**src/rtl/tllru_pkg.sv**
```systemverilog
// Shared types and constants for the three-level LRU cache lookup unit.
`default_nettype none
package tllru_pkg;

    localparam int unsigned LEVEL_BITS   = 2;
    localparam int unsigned LATENCY_BITS = 8;
    localparam int unsigned COUNT_BITS   = 32;

    typedef enum logic [LEVEL_BITS-1:0] {
        LEVEL_L1  = 2'd0,
        LEVEL_L2  = 2'd1,
        LEVEL_L3  = 2'd2,
        LEVEL_RAM = 2'd3
    } hit_level_t;

    localparam logic [LATENCY_BITS-1:0] LAT_L1  = 8'd4;
    localparam logic [LATENCY_BITS-1:0] LAT_L2  = 8'd12;
    localparam logic [LATENCY_BITS-1:0] LAT_L3  = 8'd40;
    localparam logic [LATENCY_BITS-1:0] LAT_RAM = 8'd200;

    localparam logic [COUNT_BITS-1:0] COUNT_MAX = {COUNT_BITS{1'b1}};

    typedef struct packed {
        logic match_en;
        logic shift_en;
    } cell_ctrl_t;

endpackage
`default_nettype wire

```
**src/rtl/tllru_cell.sv**
```systemverilog
// One recency cell: holds a tag, compares it to the key, shifts from its neighbor.
`default_nettype none
module tllru_cell #(
    parameter int unsigned TAG_BITS = 16
) (
    input  wire logic                 clk,
    input  wire logic                 rst_n,
    input  wire tllru_pkg::cell_ctrl_t ctrl,
    input  wire logic [TAG_BITS-1:0]  key,
    input  wire logic [TAG_BITS-1:0]  tag_in,
    input  wire logic                 valid_in,
    input  wire logic                 seen_in,
    output logic      [TAG_BITS-1:0]  tag_out,
    output logic                      valid_out,
    output logic                      seen_out
);
    import tllru_pkg::*;

    logic [TAG_BITS-1:0] tag_reg;
    logic                valid_reg;
    logic                match_reg;

    always_ff @(posedge clk or negedge rst_n)
    begin
        if (!rst_n)
        begin
            valid_reg <= 1'b0;
            match_reg <= 1'b0;
        end
        else
        begin
            if (ctrl.match_en)
            begin
                match_reg <= valid_reg && (tag_reg == key);
            end
            if (ctrl.shift_en && !seen_in)
            begin
                valid_reg <= valid_in;
            end
        end
    end

    always_ff @(posedge clk)
    begin
        if (ctrl.shift_en && !seen_in)
        begin
            tag_reg <= tag_in;
        end
    end

    // hit cell and everything more recent take the neighbor's entry
    assign seen_out  = seen_in | match_reg;
    assign tag_out   = tag_reg;
    assign valid_out = valid_reg;

endmodule
`default_nettype wire

```
**config.mk**
```make
export PLATFORM = sky130hd
export DESIGN_NAME = tllru_cell
export DESIGN_NICKNAME = d
export VERILOG_FILES = /design/src/rtl/tllru_pkg.sv /design/src/rtl/tllru_cell.sv
export SDC_FILE = /design/constraint.sdc
export NUM_CORES = 1
export LEC_CHECK = 0
export ABC_AREA = 1
export ABC_CLOCK_PERIOD_IN_PS = 1500
export BUFFER_PORTS_ARGS = -buffer_cell sky130_fd_sc_hd__buf_2
export CAP_MARGIN = 0
export CORE_MARGIN = 1.5
export CORE_UTILIZATION = 30
export DETAILED_ROUTE_END_ITERATION = 12
export HOLD_SLACK_MARGIN = 0.15
export PLACE_DENSITY = 0.68
export SYNTH_ARGS = -nofsm -noshare
export SYNTH_HDL_FRONTEND = slang
export SYNTH_SLANG_ARGS = --single-unit
```
**constraint.sdc**
```tcl
create_clock -name clk -period 1.5 [get_ports clk]
set_input_delay 0.075 -clock clk [delete_from_list [all_inputs] [get_ports clk]]
set_output_delay 0.075 -clock clk [all_outputs]
set_load 0.1 [all_outputs]
```
==> results of run 1 <==
==> cell usage after synthesis (all sizes together) <==
cell / n / share of area
or2: 1 / 0.0073
dfrtp: 2 / 0.058
nand3: 2 / 0.012
edfxtp: 16 / 0.56
xor2: 3 / 0.030
a21oi: 1 / 0.0058
o21ai: 6 / 0.035
inv: 23 / 0.10
nor2: 15 / 0.068
nand2: 29 / 0.13
==> metal layers <==
| metal | track usage | wire (um) | vias to the layer above |
|---|---|---|---|
| li1 | - | - | 459 |
| met1 | 0.137 | 781 | 399 |
| met2 | 0.277 | 1160 | 40 |
| met3 | 0.0253 | 166 | 2 |
| met4 | 0.0408 | 14 | 0 |
| met5 | 0 | 0 | - |
==> worst max-delay path by stage <==
stage / from / to
after global routing: match_reg / seen_out
after global placement: match_reg / seen_out
final: match_reg / seen_out
after floorplan: tag_out[7] / match_reg
after detailed placement: tag_out[1] / match_reg
after CTS: match_reg / seen_out
==> final cells by class <==
| cell class | count | area [um2] |
|---|---|---|
| repair buffers | 76 | 483 |
| flip-flops and latches | 18 | 531 |
| multi-input cells | 57 | 245 |
| inverters | 23 | 86.3 |
| well taps | 31 | 38.8 |
| fillers | 254 | 1320 |
| clock buffers | 4 | 26.3 |
==> cell families (layout without fill, tap and decap cells) <==
group / count (synthesis) / count (layout) / synth area share
and+or+nand+nor: 47 / 47 / 0.213
buffers and inverters: 23 / 103 / 0.100
DFF: 18 / 18 / 0.615
AOI/OAI and AO/OA: 7 / 7 / 0.0406
xor gates and xnor gates: 3 / 3 / 0.0305
==> worst register-to-register path, stage by stage, from the launching register on <==
cell and delay, ps:
edfxtp_1 420, nand2_1 90, nand2_1 40, nor2_1 100
nand3_1 100, nor2_1 100, nand2_1 50, nand2_1 50
==> what timing repair did <==
action | in CTS | in global routing
hold buffers | 20 | 0
hold endpoints to repair | 20 | 0
buffers inserted | 0 | 0
==> metrics by stage <==
| stage | instances | utilization | setup TNS, ps |
|---|---|---|---|
| after floorplan | 98 | - | -50.1 |
| after global placement | 185 | 0.433 | 0 |
| after detailed placement | 185 | 0.433 | 0 |
| after CTS | 209 | 0.516 | 0 |
| after global routing | 209 | 0.516 | 0 |
| final | 209 | 0.516 | 0 |
==> report_power, final <==
part,switching [uW],total [uW],internal [uW]
Combinational,329,450,121
Sequential,21.6,606,584
Clock,140,243,103
Total,491,1300,808
==> results.toml, run 1 <==
[worst_setup_path]
worst_setup_path_start_kind = "register"
cp.required_ps = 1420
critPathBufInv = 1
cp_slowest_cell = "dfrtp_1"
cp_cell_sequence = "or2_2 > buf_2"
r2r-end = "match_reg"
rr_startpoint = "tag_out[1]"
max_stage_delay_ps = 390
reg2reg_depth = 7
worstSetupEndpointType = "output port"
critPathKind = "register to output port"
rrSetupSlack_ps = 480
worst_path_dominant_cell_family = "flip-flops"
worstPathMaxFanout = 2
arrival_ps = 1240
path_depth = 2

[timing]
layout_min_cycle_time_ps = 1310
final-max-slew-violation-count = 0
finalCritPeriodShare = 0.876
fin_hold_ws_ps = 229
finalSetupViolCount = 0
grt_setup_unrepaired = "false"
hold_viol = 0
relSlewSlack = 0.674
worst_slack_ps = 186
worst_pin_slew_ps = 493
fin_worst_skew_ps = 9.34
max_freq_mhz = 761

[routing]
post-route-drc-count = 0
viasPerCell = 4.31
drt_pass1_iterations = 4
drtIter0Drc = 16
antenna_left = 0
wl_per_cell_um = 10.2
vias = 900
wl_um = 2120

[clocking]
cts_max_path_buffers = 2
htreeDepth = 1
cts_buffers = 3
tritoncts = "done"
cts_resized = 0
clk_pin_slew_ps = 90
cts_root_buffer = "clkbuf_4"
numClockSinks = 18
worstSkewPairLatency_ps = 290

[place]
place_area_um2 = 1180
place_ws_ps = 493
gp_congestion = 0.656
numPortBuffers = 55
hpwl_um = 1480

[synthesis]
ys_ff_latch = 18
synth_nets = 136
yosysWarnings = 0
synth_area_um2 = 862
ys_types = 13
synth_cells = 98
syn_avg_cell_area_um2 = 8.80
yosysSeqAreaShare = 0.615

[global_routing]
overflow = 0
track_usage = 0.137
antenna_found_initial = 0
first_global_vias = 873
grt_pass1_wl_um = 3420
grt_start_max_net_pins = 19

[cells_and_area]
fin_area_um2 = 1410
final_nets = 217
drive_above_1_share = 0.348
layout_commonest_cell = "buf_2"
layout_common_cells = "55 x buf_2, 29 x nand2_1, 22 x inv_1"
largest_reg_flops = 16
diodes = 0
syn_to_final_growth_pct = 63.6

[hold_path]
hold_class = "input pin to register"
worstHoldStart = "key[14]"
holdPathEnd = "match_reg"
whs_path_depth = 8

[floorplan]
die_w_um = 56.6
rows = 19
start_util = 0.315
core_region_area_um2 = 2730
die-area_um2 = 3200
io_pins = 56
die_h_um = 56.6

[power_and_ir_drop]
p_leak_uw = 0.000750
finalPower_uw = 1300
power.density_nw_per_um2 = 922
ir_drop_v = 0.000593

[run]
maxCapViolations = 0

[outcome]
run_status = "complete, no violations"
Note: power is estimated with default switching activity, not from simulation.
==> run 2: changes to the inputs <==
Settings changed: BUFFER_PORTS_ARGS -buffer_cell sky130_fd_sc_hd__buf_2 to not set, DONT_BUFFER_PORTS set to 1, PLACE_DENSITY 0.68 to 0.52.
==> run 2 against run 1 <==
Clock power shrank 2%. Clock skew shrank 6.4 ps. Register-to-register slack is essentially flat. Largest power group unchanged. Via count shrank 14%. Combinational power shrank 4%. Sequential power is essentially flat. Critical endpoint unchanged. Non-clock buffer count shrank 32.
==> results.toml, run 2 (synthesis gave the netlist of run 1 again) <==
[clocking]
cts_buffers = 3
htreeDepth = 1
cts_hold_buf = 26
tritoncts = "done"
clk_pin_slew_ps = 90
cts_resized = 0
worstSkewPairLatency_ps = 280
cts_max_path_buffers = 2
cts_root_buffer = "clkbuf_4"
cts_setup_buffers = 0
numClockSinks = 18

[routing]
post-route-drc-count = 0
drt_pass1_iterations = 4
drtIter0Drc = 10
antenna_left = 0
viasPerCell = 4.35
wl_per_cell_um = 11.0
vias = 770
wl_um = 1950

[place]
hpwl_um = 1440
numPortBuffers = 0
gp_congestion = 0.637
placed_cells = 147

[worst_setup_path]
cp_slowest_cell = "or2_2"
worst_setup_path_start_kind = "register"
cp.required_ps = 1420
worstSetupEndpointType = "output port"
cp_cell_sequence = "or2_2"
max_stage_delay_ps = 510
reg2reg_depth = 8
worstPathMaxFanout = 2
critPathBufInv = 0
path_depth = 1
rrSetupSlack_ps = 480
arrival_ps = 1180
critPathKind = "register to output port"
worst_path_dominant_cell_family = "simple AND/OR/NAND/NOR gates"

[floorplan]
core_region_area_um2 = 2730
die_w_um = 56.6
io_pins = 56
rows = 19
start_util = 0.315
die_h_um = 56.6
die-area_um2 = 3200

[timing]
tns_ps = 0
fin_hold_ws_ps = 156
grt_setup_unrepaired = "false"
layout_min_cycle_time_ps = 1250
finalSetupViolCount = 0
hold_viol = 0
finalCritPeriodShare = 0.836
fin_worst_skew_ps = 2.90
max_freq_mhz = 798
worst_pin_slew_ps = 515
final-max-slew-violation-count = 0
relSlewSlack = 0.659

[cells_and_area]
layout_common_cells = "29 x nand2_1, 26 x dlygate4sd3_1, 22 x inv_1"
diodes = 0
fillers = 264
final_nets = 185
stdcell_count = 177
drive_above_1_share = 0.164
syn_to_final_growth_pct = 53.4
utilization = 0.484
largest_reg_flops = 16
layout_commonest_cell = "nand2_1"

[power_and_ir_drop]
ir_drop_v = 0.000693
p_leak_uw = 0.000640
finalPower_uw = 1280
power.density_nw_per_um2 = 966

[hold_path]
hold_class = "input pin to register"
whs_path_depth = 7

[run]
maxCapViolations = 0

[global_routing]
first_global_vias = 847
antenna_found_initial = 0
track_usage = 0.140
overflow = 0
grt_start_max_net_pins = 12
grt_pass1_wl_um = 3370

[outcome]
run_status = "complete, no violations"
==> run 2: cell count changes in the layout (fill, tap and decap cells not counted), sizes merged <==
cell | before | now
dlygate4sd3 | 20 | 26
buf | 56 | 18
==> run 2: layout make-up <==
| type | count | area [um2] | area share |
|---|---|---|---|
| Timing Repair Buffer | 44 | 395 | 0.299 |
| Sequential cell | 18 | 531 | 0.401 |
| Multi-Input combinational cell | 57 | 245 | 0.185 |
| Clock buffer | 4 | 26.3 | 0.0199 |
| Tap cell | 31 | 38.8 | 0.0293 |
| Inverter | 23 | 86.3 | 0.0653 |
==> run 2: metal layers <==
layer,up-vias,track usage,wire length (um)
met4,0,0.0612,21
met3,4,0.0507,184
met2,41,0.266,1010
met5,-,0,0
li1,393,-,-
met1,332,0.131,727
==> run 2: worst paths after layout <==
path                              to       start
max                         seen_out   match_reg
min                        match_reg      key[3]
max reg2reg                match_reg  tag_out[2]
min reg2reg                match_reg   match_reg
max in group asynchronous  valid_out       rst_n
min in group asynchronous  match_reg       rst_n
==> run 2: power by group <==
part           internal [uW]  switching (uW)
combinational            117             317
sequential               584            21.0
clock                    103             136
==> run 2: metrics by stage <==
stage / cell area, um2 / worst slack [ps]
3_3_place_gp: 1040 / 503
6_report: 1320 / 247
3_5_place_dp: 1040 / 482
5_1_grt: 1320 / 172
2_1_floorplan: 862 / -50.1
4_1_cts: 1320 / 222
